--- src/rtl/emst_pkg.sv ---
// Shared types and constants for the Euclidean spanning tree block.
// No dependencies; imported by every module under rtl.
package emst_pkg;

    localparam int DEF_MAX_POINTS = 64;
    localparam int CW   = 16;     // coordinate width
    localparam int DW   = 34;     // squared distance width
    localparam int LW   = 25;     // edge length width
    localparam int TW   = 33;     // total length width
    localparam int PW   = 7;      // point count width
    localparam logic [DW-1:0] DIST_INF = {DW{1'b1}};

    typedef struct packed {
        logic load;         // write the incoming point
        logic init;         // clear tree state for a new run
        logic relax;        // update candidate k against the last added point
        logic scan;         // compare candidate k against the running minimum
        logic scan_clr;     // start a new minimum search
        logic add_pick;     // add the chosen point to the tree
        logic sqrt_start;   // start the root of the chosen distance
        logic accum;        // add the finished root to the totals
    } emst_cmd_t;

    typedef struct packed {
        logic sqrt_done;
        logic found;
    } emst_sts_t;

endpackage

--- src/rtl/emst_ctrl.sv ---
// Sequencer for point loading and Prim's tree growth.
// Depends on emst_pkg; drives emst_datapath through command signals.
module emst_ctrl
    import emst_pkg::*;
#(
    parameter int MAX_POINTS = DEF_MAX_POINTS,
    parameter int AW = $clog2(MAX_POINTS)
)
(
    input  logic          clk,
    input  logic          rst_n,
    input  logic          in_valid,
    output logic          in_ready,
    input  logic          in_last,
    input  logic          out_ready,
    output logic          out_valid,
    output emst_cmd_t     cmd,
    input  emst_sts_t     sts,
    output logic [AW-1:0] wr_idx,
    output logic [AW-1:0] k_idx,
    output logic [PW-1:0] count,
    output logic          dropped
);
    typedef enum logic [7:0] {
        S_LOAD  = 8'b00000001,
        S_INIT  = 8'b00000010,
        S_RELAX = 8'b00000100,
        S_SCAN  = 8'b00001000,
        S_PICK  = 8'b00010000,
        S_ROOT  = 8'b00100000,
        S_ADD   = 8'b01000000,
        S_OUT   = 8'b10000000
    } state_t;

    state_t        state_reg, state_next;
    logic [PW-1:0] cnt_reg, cnt_next;
    logic          drop_reg, drop_next;
    logic [AW-1:0] k_reg, k_next;
    logic [PW-1:0] step_reg, step_next;
    logic          out_valid_reg, out_valid_next;
    logic [PW-1:0] out_count_reg, out_count_next;
    logic          out_drop_reg, out_drop_next;
    logic          take, k_end;

    assign in_ready  = (state_reg == S_LOAD);
    assign out_valid = out_valid_reg;
    assign take      = in_valid && in_ready;
    assign k_end     = (PW'(k_reg) == cnt_reg - PW'(1));

    always_comb
    begin
        state_next     = state_reg;
        cnt_next       = cnt_reg;
        drop_next      = drop_reg;
        k_next         = k_reg;
        step_next      = step_reg;
        out_valid_next = out_valid_reg && !out_ready;
        out_count_next = out_count_reg;
        out_drop_next  = out_drop_reg;
        cmd            = '0;
        case (state_reg)
            S_LOAD:
            begin
                if (take)
                begin
                    if (cnt_reg < PW'(MAX_POINTS))
                    begin
                        cmd.load = 1'b1;
                        cnt_next = cnt_reg + PW'(1);
                    end
                    else
                    begin
                        drop_next = 1'b1;
                    end
                    if (in_last)
                    begin
                        k_next     = '0;
                        state_next = S_INIT;
                    end
                end
            end
            S_INIT:
            begin
                // The totals of a result still waiting must not be cleared.
                if (!out_valid_reg || out_ready)
                begin
                    cmd.init = 1'b1;
                    k_next   = k_reg + AW'(1);
                    if (PW'(k_reg) == cnt_next - PW'(1) || cnt_reg == '0)
                    begin
                        k_next     = '0;
                        step_next  = PW'(1);
                        state_next = (cnt_reg > PW'(1)) ? S_RELAX : S_OUT;
                    end
                end
            end
            S_RELAX:
            begin
                cmd.relax = 1'b1;
                k_next    = k_reg + AW'(1);
                if (k_end)
                begin
                    k_next       = '0;
                    cmd.scan_clr = 1'b1;
                    state_next   = S_SCAN;
                end
            end
            S_SCAN:
            begin
                cmd.scan = 1'b1;
                k_next   = k_reg + AW'(1);
                if (k_end)
                begin
                    k_next     = '0;
                    state_next = S_PICK;
                end
            end
            S_PICK:
            begin
                cmd.sqrt_start = 1'b1;
                state_next     = S_ROOT;
            end
            S_ROOT:
            begin
                if (sts.sqrt_done)
                begin
                    cmd.accum  = 1'b1;
                    state_next = S_ADD;
                end
            end
            S_ADD:
            begin
                cmd.add_pick = 1'b1;
                step_next    = step_reg + PW'(1);
                state_next   = (step_reg + PW'(1) == cnt_reg) ? S_OUT : S_RELAX;
            end
            S_OUT:
            begin
                if (!out_valid_reg || out_ready)
                begin
                    out_valid_next = 1'b1;
                    out_count_next = cnt_reg;
                    out_drop_next  = drop_reg;
                    cnt_next       = '0;
                    drop_next      = 1'b0;
                    state_next     = S_LOAD;
                end
            end
            default:
            begin
                state_next = S_LOAD;
            end
        endcase
    end

    always_ff @(posedge clk or negedge rst_n)
    begin
        if (!rst_n)
        begin
            state_reg     <= S_LOAD;
            cnt_reg       <= '0;
            drop_reg      <= 1'b0;
            k_reg         <= '0;
            step_reg      <= '0;
            out_valid_reg <= 1'b0;
            out_count_reg <= '0;
            out_drop_reg  <= 1'b0;
        end
        else
        begin
            state_reg     <= state_next;
            cnt_reg       <= cnt_next;
            drop_reg      <= drop_next;
            k_reg         <= k_next;
            step_reg      <= step_next;
            out_valid_reg <= out_valid_next;
            out_count_reg <= out_count_next;
            out_drop_reg  <= out_drop_next;
        end
    end

    assign wr_idx  = cnt_reg[AW-1:0];
    assign k_idx   = k_reg;
    assign count   = out_count_reg;
    assign dropped = out_drop_reg;
endmodule

--- config.mk ---
export PLATFORM = sky130hd
export DESIGN_NAME = emst_ctrl
export DESIGN_NICKNAME = d
export VERILOG_FILES = /design/src/rtl/emst_pkg.sv /design/src/rtl/emst_ctrl.sv
export SDC_FILE = /design/constraint.sdc
export NUM_CORES = 1
export LEC_CHECK = 0
export ABC_AREA = 1
export BUFFER_PORTS_ARGS = -buffer_cell sky130_fd_sc_hd__buf_2
export CAP_MARGIN = 20
export CORE_ASPECT_RATIO = 1.1
export CORE_MARGIN = 10
export CORE_UTILIZATION = 55
export CTS_CLUSTER_SIZE = 25
export DETAILED_ROUTE_END_ITERATION = 16
export PLACE_DENSITY_LB_ADDON = 0.3
export SLEW_MARGIN = 40
export SYNTH_ARGS = -nofsm -noshare
export SYNTH_HDL_FRONTEND = slang
export SYNTH_SLANG_ARGS = --single-unit
--- constraint.sdc ---
create_clock -name clk -period 3.1 [get_ports clk]
set_input_delay 0.93 -clock clk [delete_from_list [all_inputs] [get_ports clk]]
set_output_delay 0.93 -clock clk [all_outputs]
set_load 0.02 [all_outputs]
==> impl_metrics.toml, run 1 <==
[detailed_routing]
routed_wl_microns = 5751
antenna_left = 0
route.detailed.drc = 0
num_vias = 2290
dr.pass1.iters = 4
post_drt_wl_per_cell_microns = 13.04
first_iter_violations = 122
viasPerCell = 5.193

[worst_setup_path]
endpoint = "cmd[3]"
reg2reg_depth = 12
r2r-end = "step_reg[6]"
worstReg2RegStart = "cnt_reg[1]"
required_ns = 2.17
worst_ep_arrival_time_ns = 1.94
startpoint = "cnt_reg[1]"
end_kind = "output port"
worstPathMaxFanout = 6
critical_path_class = "flip-flop to output port"
rrSetupSlack_ns = 1.17
startpoint_type = "flip-flop"

[place]
post_dp_cell_area_sq_um = 2678
gp_congestion = 0.8414
io_buffer_count = 35
pre_cts_slack_ns = 0.3271
hpwl_microns = 4495
dp_cells = 431

[outcome]
status = "complete, no violations"

[layout]
final_core_util_pct = 64.60
layout_common_cells = "120 x nand2_1, 35 x dfrtp_1, 35 x buf_2"
final_layout_size_suffix_gt1_share_pct = 21.19
fin_nets = 399
syn_to_final_growth_pct = 12.70
largest_reg_flops = 8
diodes = 0
nFillCells = 392
fin_area_sq_um = 2809
stdcell_count = 441
final_common_cell = "nand2_1"

[synth]
ys_seq_area_share_pct = 38.20
yosysWarnings = 0
syn_inst = 352
ys_seq_elements = 38
syn-cell-area_sq_um = 2492
synth_nets = 365
syn_area_per_cell_sq_um = 7.081
ys_types = 31

[power_and_ir_drop]
p_per_area_nw_per_um2 = 881.1
p_total_mw = 2.475
vdd_drop_max_v = 0.0005153
leakage_nw = 1.552

[cts]
cts.sink_count = 38
cts_max_level = 2
cts_root_buf = "clkbuf_8"
clockBufferDepth = 2
numCtsBuffers = 5
cts_tree = "done"
clkTransAtPathRegs_ns = 0.08
clk_latency_ns = 0.29

[grt]
grt_use_total_pct = 14.78
grt_pass1_wl_microns = 9770
antenna_found_initial = 0
grt_max_degree = 23
grt_overflow = 0
grt_pass1_vias = 2197

[sta]
min_period_over_period_pct = 92.72
skew_ns = 0.006612
tightest_slew_ns = 0.4746
relSlewSlack_pct = 68.32
rsz0062_at_grt = "false"
hold_viol = 0
hold-worst-slack_ns = 0.4862
setup_viol = 0
fin_ws_ns = 0.2257
slew_violations = 0
fmax_mhz = 347.9
setup_tns_ns = 0
period_needed_ns = 2.874

[floorplanning]
start_util_pct = 57.32
chipWidth_microns = 84.19
dieArea_sq_um = 7627
core_area_sq_um = 4348
rows = 25
num_io_pins = 37
die_h_microns = 90.60

[flow_run]
cap_violations = 0

[min_path]
hp-class = "flip-flop to flip-flop"
==> what timing repair did <==
item,4_1_cts,5_1_grt
buffers inserted,0,2
hold buffers,0,0
endpoints found under the hold margin,0,0
gates resized for setup,1,3
cloned,0,0
setup endpoints to repair,1,1
==> logic make-up after synthesis <==
logic type / Yosys count / synth area share [%]
DFF: 38 / 38.20
xor gates and xnor gates: 13 / 4.568
adders and majority gates: 6 / 3.012
buffers and inverters: 56 / 10.19
and+or+nand+nor: 211 / 38.15
AOI/OAI and AO/OA: 28 / 5.873
==> synthesized netlist by cell type (all sizes together) <==
cell | number | area, sq um
a21boi | 1 | 7.510
a21oi | 1 | 5.000
and3 | 1 | 6.260
buf | 11 | 85.08
clkinv | 2 | 7.510
dfrtp | 37 | 925.9
dfstp | 1 | 26.28
ha | 6 | 75.07
inv | 43 | 161.4
nand2 | 126 | 498.0
nand3 | 29 | 150.1
nand3b | 2 | 15.01
nand4 | 8 | 50.05
nor2 | 35 | 158.9
nor3 | 4 | 35.03
nor4 | 4 | 25.02
o21ai | 26 | 133.9
or2 | 2 | 12.51
xnor2 | 2 | 17.52
xor2 | 11 | 96.34
==> worst max-delay path, stage by stage (launching register included) <==
cell	delay, ns
dfrtp_2	0.43
inv_2	0.08
ha_1	0.30
xor2_1	0.14
nand2_1	0.07
nor2_1	0.09
nand2_1	0.05
nor2_1	0.11
nand2_2	0.12
nor2_1	0.10
buf_2	0.16
==> worst min path at each step <==
| stage | startpoint | slack, ns | depth (start not counted) | endpoint |
|---|---|---|---|---|
| after floorplan | step_reg[6] | 0.46 | 2 | step_reg[6] |
| after global placement | count[2] | 0.47 | 2 | count[2] |
| after detailed placement | count[3] | 0.47 | 2 | count[3] |
| after CTS | count[1] | 0.50 | 2 | count[1] |
| after global routing | count[3] | 0.51 | 2 | count[3] |
| final | count[6] | 0.49 | 2 | count[6] |
==> where the power goes <==
part / switching [mW] / internal (mW) / leakage, nW
registers: 0.135 / 0.629 / 0.490
logic: 0.870 / 0.419 / 1.01
clock network: 0.182 / 0.239 / 0.0504
total: 1.19 / 1.29 / 1.55
==> layer usage <==
metal	track usage, %	vias to the layer above	routed length, microns
met3	3.159	7	221
met5	0	-	0
li1	-	1169	-
met1	17.35	1062	2641
met2	25.63	52	2785
met4	5.028	0	103
==> layout make-up <==
type	instances	area, sq um	share of cell area (%)
well taps	54	67.56	2.405
inverters	45	168.9	6.013
repair buffers	38	217.7	7.751
multi-input cells	258	1286	45.79
flip-flops and latches	38	954.7	33.99
clock inverters	3	45.04	1.604
clock buffers	5	68.82	2.450
Note: power is estimated with default switching activity, not from simulation.
==> run 2, diff against run 1 <==
Settings changed: RECOVER_POWER set to 100.
==> run 2 against run 1 <==
Net effect:
- via count fell by 0.22%
- die area unchanged
- register-to-register slack worse by 0.40 ns
- core utilization is 2.2 points lower
- non-clock buffer count stayed put
- first-iteration DRC count decreased by 15%
- highest routed layer unchanged
- sequential share of layout area is 1.2 points higher
- routed wire length increased by 0.28%
- combinational power decreased by 8%
- flip-flop and latch count is the same
- fmax down 0.59%
==> impl_metrics.toml, run 2 (same netlist as run 1, synthesis figures left out) <==
[sta]
fmax_mhz = 345.9
fin_ws_ns = 0.2087
tightest_slew_ns = 1.235
relSlewSlack_pct = 17.67
hold_viol = 0
rsz0062_at_grt = "false"
period_needed_ns = 2.891
min_period_over_period_pct = 93.27
slew_violations = 0
setup_tns_ns = 0
skew_ns = 0.004043
setup_viol = 0
hold-worst-slack_ns = 0.4899

[cts]
cts.sink_count = 38
clkTransAtPathRegs_ns = 0.08
cts_tree = "done"
numCtsBuffers = 5
holdBufCountCts = 0
cts_max_level = 2
clk_latency_ns = 0.29
cts_root_buf = "clkbuf_8"
clockBufferDepth = 2

[worst_setup_path]
cp_slowest_cell = "dfrtp_2"
startpoint = "cnt_reg[1]"
crit_path_frequent_cell = "nor2_1"
worst_ep_arrival_time_ns = 1.96
worstPathMaxFanout = 6
worstReg2RegStart = "state_reg[3]"
required_ns = 2.17
end_kind = "output port"
crit_chain = "inv_2, ha_1, xor2_1, nand2_1, nor2_1, nand2_1, nor2_1, nand2_2, nor2_1, clkbuf_2"
crit_family = "simple AND/OR/NAND/NOR gates"
critical_path_class = "flip-flop to output port"
startpoint_type = "flip-flop"
slowest_delay_ns = 0.43
cp.buffers_inverters = 2

[detailed_routing]
route.detailed.drc = 0
first_iter_violations = 104
dr.pass1.iters = 4
antenna_left = 0
post_drt_wl_per_cell_microns = 13.08
num_vias = 2285
viasPerCell = 5.181
routed_wl_microns = 5767

[grt]
grt_max_degree = 23
grt_pass1_wl_microns = 9770
grt_pass1_vias = 2197
grt_overflow = 0
grt_use_total_pct = 14.78
antenna_found_initial = 0

[floorplanning]
die_h_microns = 90.60
chipWidth_microns = 84.19
core_area_sq_um = 4348
dieArea_sq_um = 7627
start_util_pct = 57.32
rows = 25
num_io_pins = 37

[layout]
final_common_cell = "nand2_1"
fin_nets = 399
stdcell_count = 441
syn_to_final_growth_pct = 8.936
fin_area_sq_um = 2715
final_layout_size_suffix_gt1_share_pct = 10.34
layout_common_cells = "122 x nand2_1, 35 x dfrtp_1, 32 x nor2_1"
final_core_util_pct = 62.45
largest_reg_flops = 8
diodes = 0

[power_and_ir_drop]
p_per_area_nw_per_um2 = 874.7
p_total_mw = 2.375
leakage_nw = 1.423
vdd_drop_max_v = 0.0004992

[place]
pre_cts_slack_ns = 0.3271
hpwl_microns = 4495
gp_congestion = 0.8414
io_buffer_count = 35
dp_cells = 431
post_dp_cell_area_sq_um = 2678

[outcome]
status = "complete, no violations"

[min_path]
min_from = "count[6]"
hp-class = "flip-flop to flip-flop"

[flow_run]
cap_violations = 0
==> run 2: changes by cell type in the layout (fill, tap and decap cells not counted), moves of 2 or more <==
cell,change
buf_2,-30
o21ai_1,-7
clkbuf_1,+30
inv_2,-2
nor2_2,-4
o21ai_0,+8
nand2_1,+2
nor2_1,+4
==> run 2: layer usage <==
layer	wire length, microns	GRT usage, %	part of all wire (%)
met4	115	5.028	2.0
met1	2657	17.35	46
met3	231	3.159	4.0
met5	0	0	0
met2	2762	25.63	48
==> run 2: cell type report <==
cell class	count	area, sq um
clock buffer	5	68.82
clock inverter	3	45.04
fill	425	1633
inverter	45	168.9
multi-input combinational	258	1252
sequential	38	954.7
tap	54	67.56
timing repair buffer	38	157.7
==> run 2: what timing repair did <==
action                     CTS  global route
resized for setup            1             3
buffers inserted             0             2
setup endpoints to repair    1             1
gates cloned                 0             0
==> run 2: power breakdown <==
group | internal [mW] | total (mW) | switching [mW]
clock | 0.239 | 0.420 | 0.181
combinational | 0.358 | 1.19 | 0.835
sequential | 0.627 | 0.761 | 0.133
==> run 2: worst paths after layout <==
path                         endpoint  depth (start not counted)  slack, ns
setup / recovery               cmd[3]                         10       0.21
hold / removal               count[6]                          2       0.49
setup reg to reg           cnt_reg[5]                          9       0.77
hold reg to reg              count[6]                          2       0.49
max in group asynchronous  cnt_reg[0]                          2       0.65
min in group asynchronous  cnt_reg[3]                          1       0.74
==> run 2: worst min-delay path, cell delays in order, from the launching register on <==
cell     delay, ns
dfrtp_1       0.35
nand2_1       0.05
o21ai_0       0.06
==> run 3, diff against run 2 <==
--- a/config.mk
+++ b/config.mk
@@ -16,4 +16,5 @@
 export PLACE_DENSITY_LB_ADDON = 0.3
 export RECOVER_POWER = 100
+export SETUP_SLACK_MARGIN = 0.1
 export SLEW_MARGIN = 40
 export SYNTH_ARGS = -nofsm -noshare
==> constraint.sdc (replaced) <==
create_clock -name clk -period 3.1 [get_ports clk]
set_input_delay 0.93 -clock clk [delete_from_list [all_inputs] [get_ports clk]]
set_output_delay 0.93 -clock clk [all_outputs]
set_load 0.1 [all_outputs]
==> run 3 against run 2 <==
Net effect:
- the run now ends with max-capacitance violations, max-slew violations left
- combinational power is 61% higher
- count of clock-buffer cells in the layout stayed put
- clock skew is 0.0055 ns higher
- first-iteration DRC count is 43% higher
- critical path depth is 3 lower
- sequential power is 1% lower
- worst setup slack worse by 0.050 ns
- non-clock buffer count stayed put
- core utilization is 1.8 points higher
- routed wire length is 0.42% higher
- register-to-register slack better by 0.10 ns
- hold slack worse by 0.00071 ns
==> impl_metrics.toml, run 3 (same netlist as run 1, synthesis figures left out) <==
[worst_setup_path]
crit_chain = "inv_1, nor3_1, nand2_2, nor2_1, nand2_1, inv_1, clkbuf_4"
worstPathMaxFanout = 6
slowest_delay_ns = 0.56
required_ns = 2.17
crit_family = "simple AND/OR/NAND/NOR gates"
cp.buffers_inverters = 3
end_kind = "output port"
startpoint_type = "flip-flop"
critical_path_class = "flip-flop to output port"
worst_ep_arrival_time_ns = 2.01
crit_path_frequent_cell = "inv_1"
cp_slowest_cell = "dfstp_2"

[detailed_routing]
antenna_left = 0
viasPerCell = 5.156
routed_wl_microns = 5791
num_vias = 2274
post_drt_wl_per_cell_microns = 13.13
dr.pass1.iters = 4
first_iter_violations = 149
route.detailed.drc = 0

[cts]
cts_root_buf = "clkbuf_8"
clockBufferDepth = 2
clk_latency_ns = 0.30
cts.sink_count = 38
cts_tree = "done"
clkTransAtPathRegs_ns = 0.08
cts_max_level = 2
numCtsBuffers = 5

[grt]
grt_pass1_vias = 2217
grt_pass1_wl_microns = 10210
grt_max_degree = 39
grt_use_total_pct = 15.53
grt_overflow = 0
antenna_found_initial = 0

[layout]
fin_nets = 399
largest_reg_flops = 8
nFillCells = 411
final_layout_size_suffix_gt1_share_pct = 13.44
layout_common_cells = "122 x nand2_1, 36 x dfrtp_1, 33 x inv_1"
final-seq-area_sq_um = 953.4
diodes = 0
syn_to_final_growth_pct = 12.15
multi_input_area_sq_um = 1282
stdcell_count = 441
final_common_cell = "nand2_1"

[min_path]
hp-class = "flip-flop to flip-flop"

[place]
dp_cells = 433
gp_congestion = 0.8700
pre_cts_slack_ns = 0.4451
io_buffer_count = 35
hpwl_microns = 4393

[sta]
rsz0062_at_grt = "true"
tightest_slew_ns = 1.992
period_needed_ns = 2.942
fin_ws_ns = 0.1584
fmax_mhz = 340.0
hold_viol = 0
slew_violations = 39
relSlewSlack_pct = -32.78
setup_viol = 0
skew_ns = 0.009574
min_period_over_period_pct = 94.89
setup_tns_ns = 0

[power_and_ir_drop]
p_per_area_nw_per_um2 = 1134
vdd_drop_max_v = 0.0009374
leakage_nw = 1.477

[flow_run]
cap_violations = 1

[floorplanning]
die_h_microns = 90.60
core_area_sq_um = 4348
rows = 25
dieArea_sq_um = 7627
num_io_pins = 37
chipWidth_microns = 84.19
start_util_pct = 57.32

[outcome]
violations = "max-capacitance violations, max-slew violations"
status = "complete, but fails checks"
## run 3: cell types whose count changed in the layout (fill, tap and decap cells not counted), sizes merged
cell | before | now
buf | 7 | 8
clkinvlp | 2 | 0
inv | 42 | 43
clkbuf | 36 | 35
bufinv | 1 | 2
## run 3: worst register-to-register path, stage by stage (launching register included)
cell     delay (ns)
dfrtp_1        0.42
inv_1          0.10
nand2_1        0.06
nor2_1         0.22
nand2_1        0.28
nand2_1        0.15
o21ai_0        0.09
nor2_1         0.55
nand4_1        0.16
o21ai_0        0.12
## run 3: final timing paths
path / from / cells after the start / to / slack (ns)
setup / recovery: state_reg[0] / 7 / cmd[7] / 0.16
hold / removal: count[5] / 2 / count[5] / 0.49
setup reg to reg: state_reg[1] / 9 / cnt_reg[5] / 0.87
hold reg to reg: count[5] / 2 / count[5] / 0.49
max in group asynchronous: rst_n / 1 / k_idx[4] / 0.62
min in group asynchronous: rst_n / 1 / count[2] / 1.19
## run 3: area by class of cell
| cell class | instances | area share [%] |
|---|---|---|
| Inverter | 45 | 6.043 |
| Sequential cell | 38 | 34.11 |
| Timing Repair Buffer | 38 | 6.625 |
| Tap cell | 54 | 2.417 |
| Clock buffer | 5 | 2.462 |
| Multi-Input combinational cell | 258 | 45.88 |
| Clock inverter | 3 | 2.462 |
## run 3: power breakdown
group          internal [mW]  switching [mW]
combinational          0.365            1.54
sequential             0.627           0.124
clock                  0.322           0.187
total                   1.31            1.85
## run 3: per-stage QoR
stage                     power, mW  cell area, sq um  utilization, %  hold slack [ns]
after floorplan               2.466              2521               -           0.4551
after global placement        2.720              2716           62.47           0.4635
after detailed placement      2.749              2719           62.53           0.4695
after CTS                     3.267              2856           65.70           0.4896
after global routing          3.402              2795           64.29           0.5264
final                         3.169              2795           64.29           0.4892
## run 3: routing by layer
| metal | part of all wire, % | GRT usage, % | routed length [microns] |
|---|---|---|---|
| met5 | 0 | 0 | 0 |
| met4 | 1.4 | 4.609 | 80 |
| met3 | 4.8 | 3.881 | 279 |
| met2 | 51 | 26.33 | 2931 |
| met1 | 43 | 18.68 | 2498 |
## run 3: what timing repair did
item	4_1_cts	5_1_grt
buffers inserted	0	0
hold buffers	0	0
setup endpoints to repair	0	3
gates resized for setup	0	4
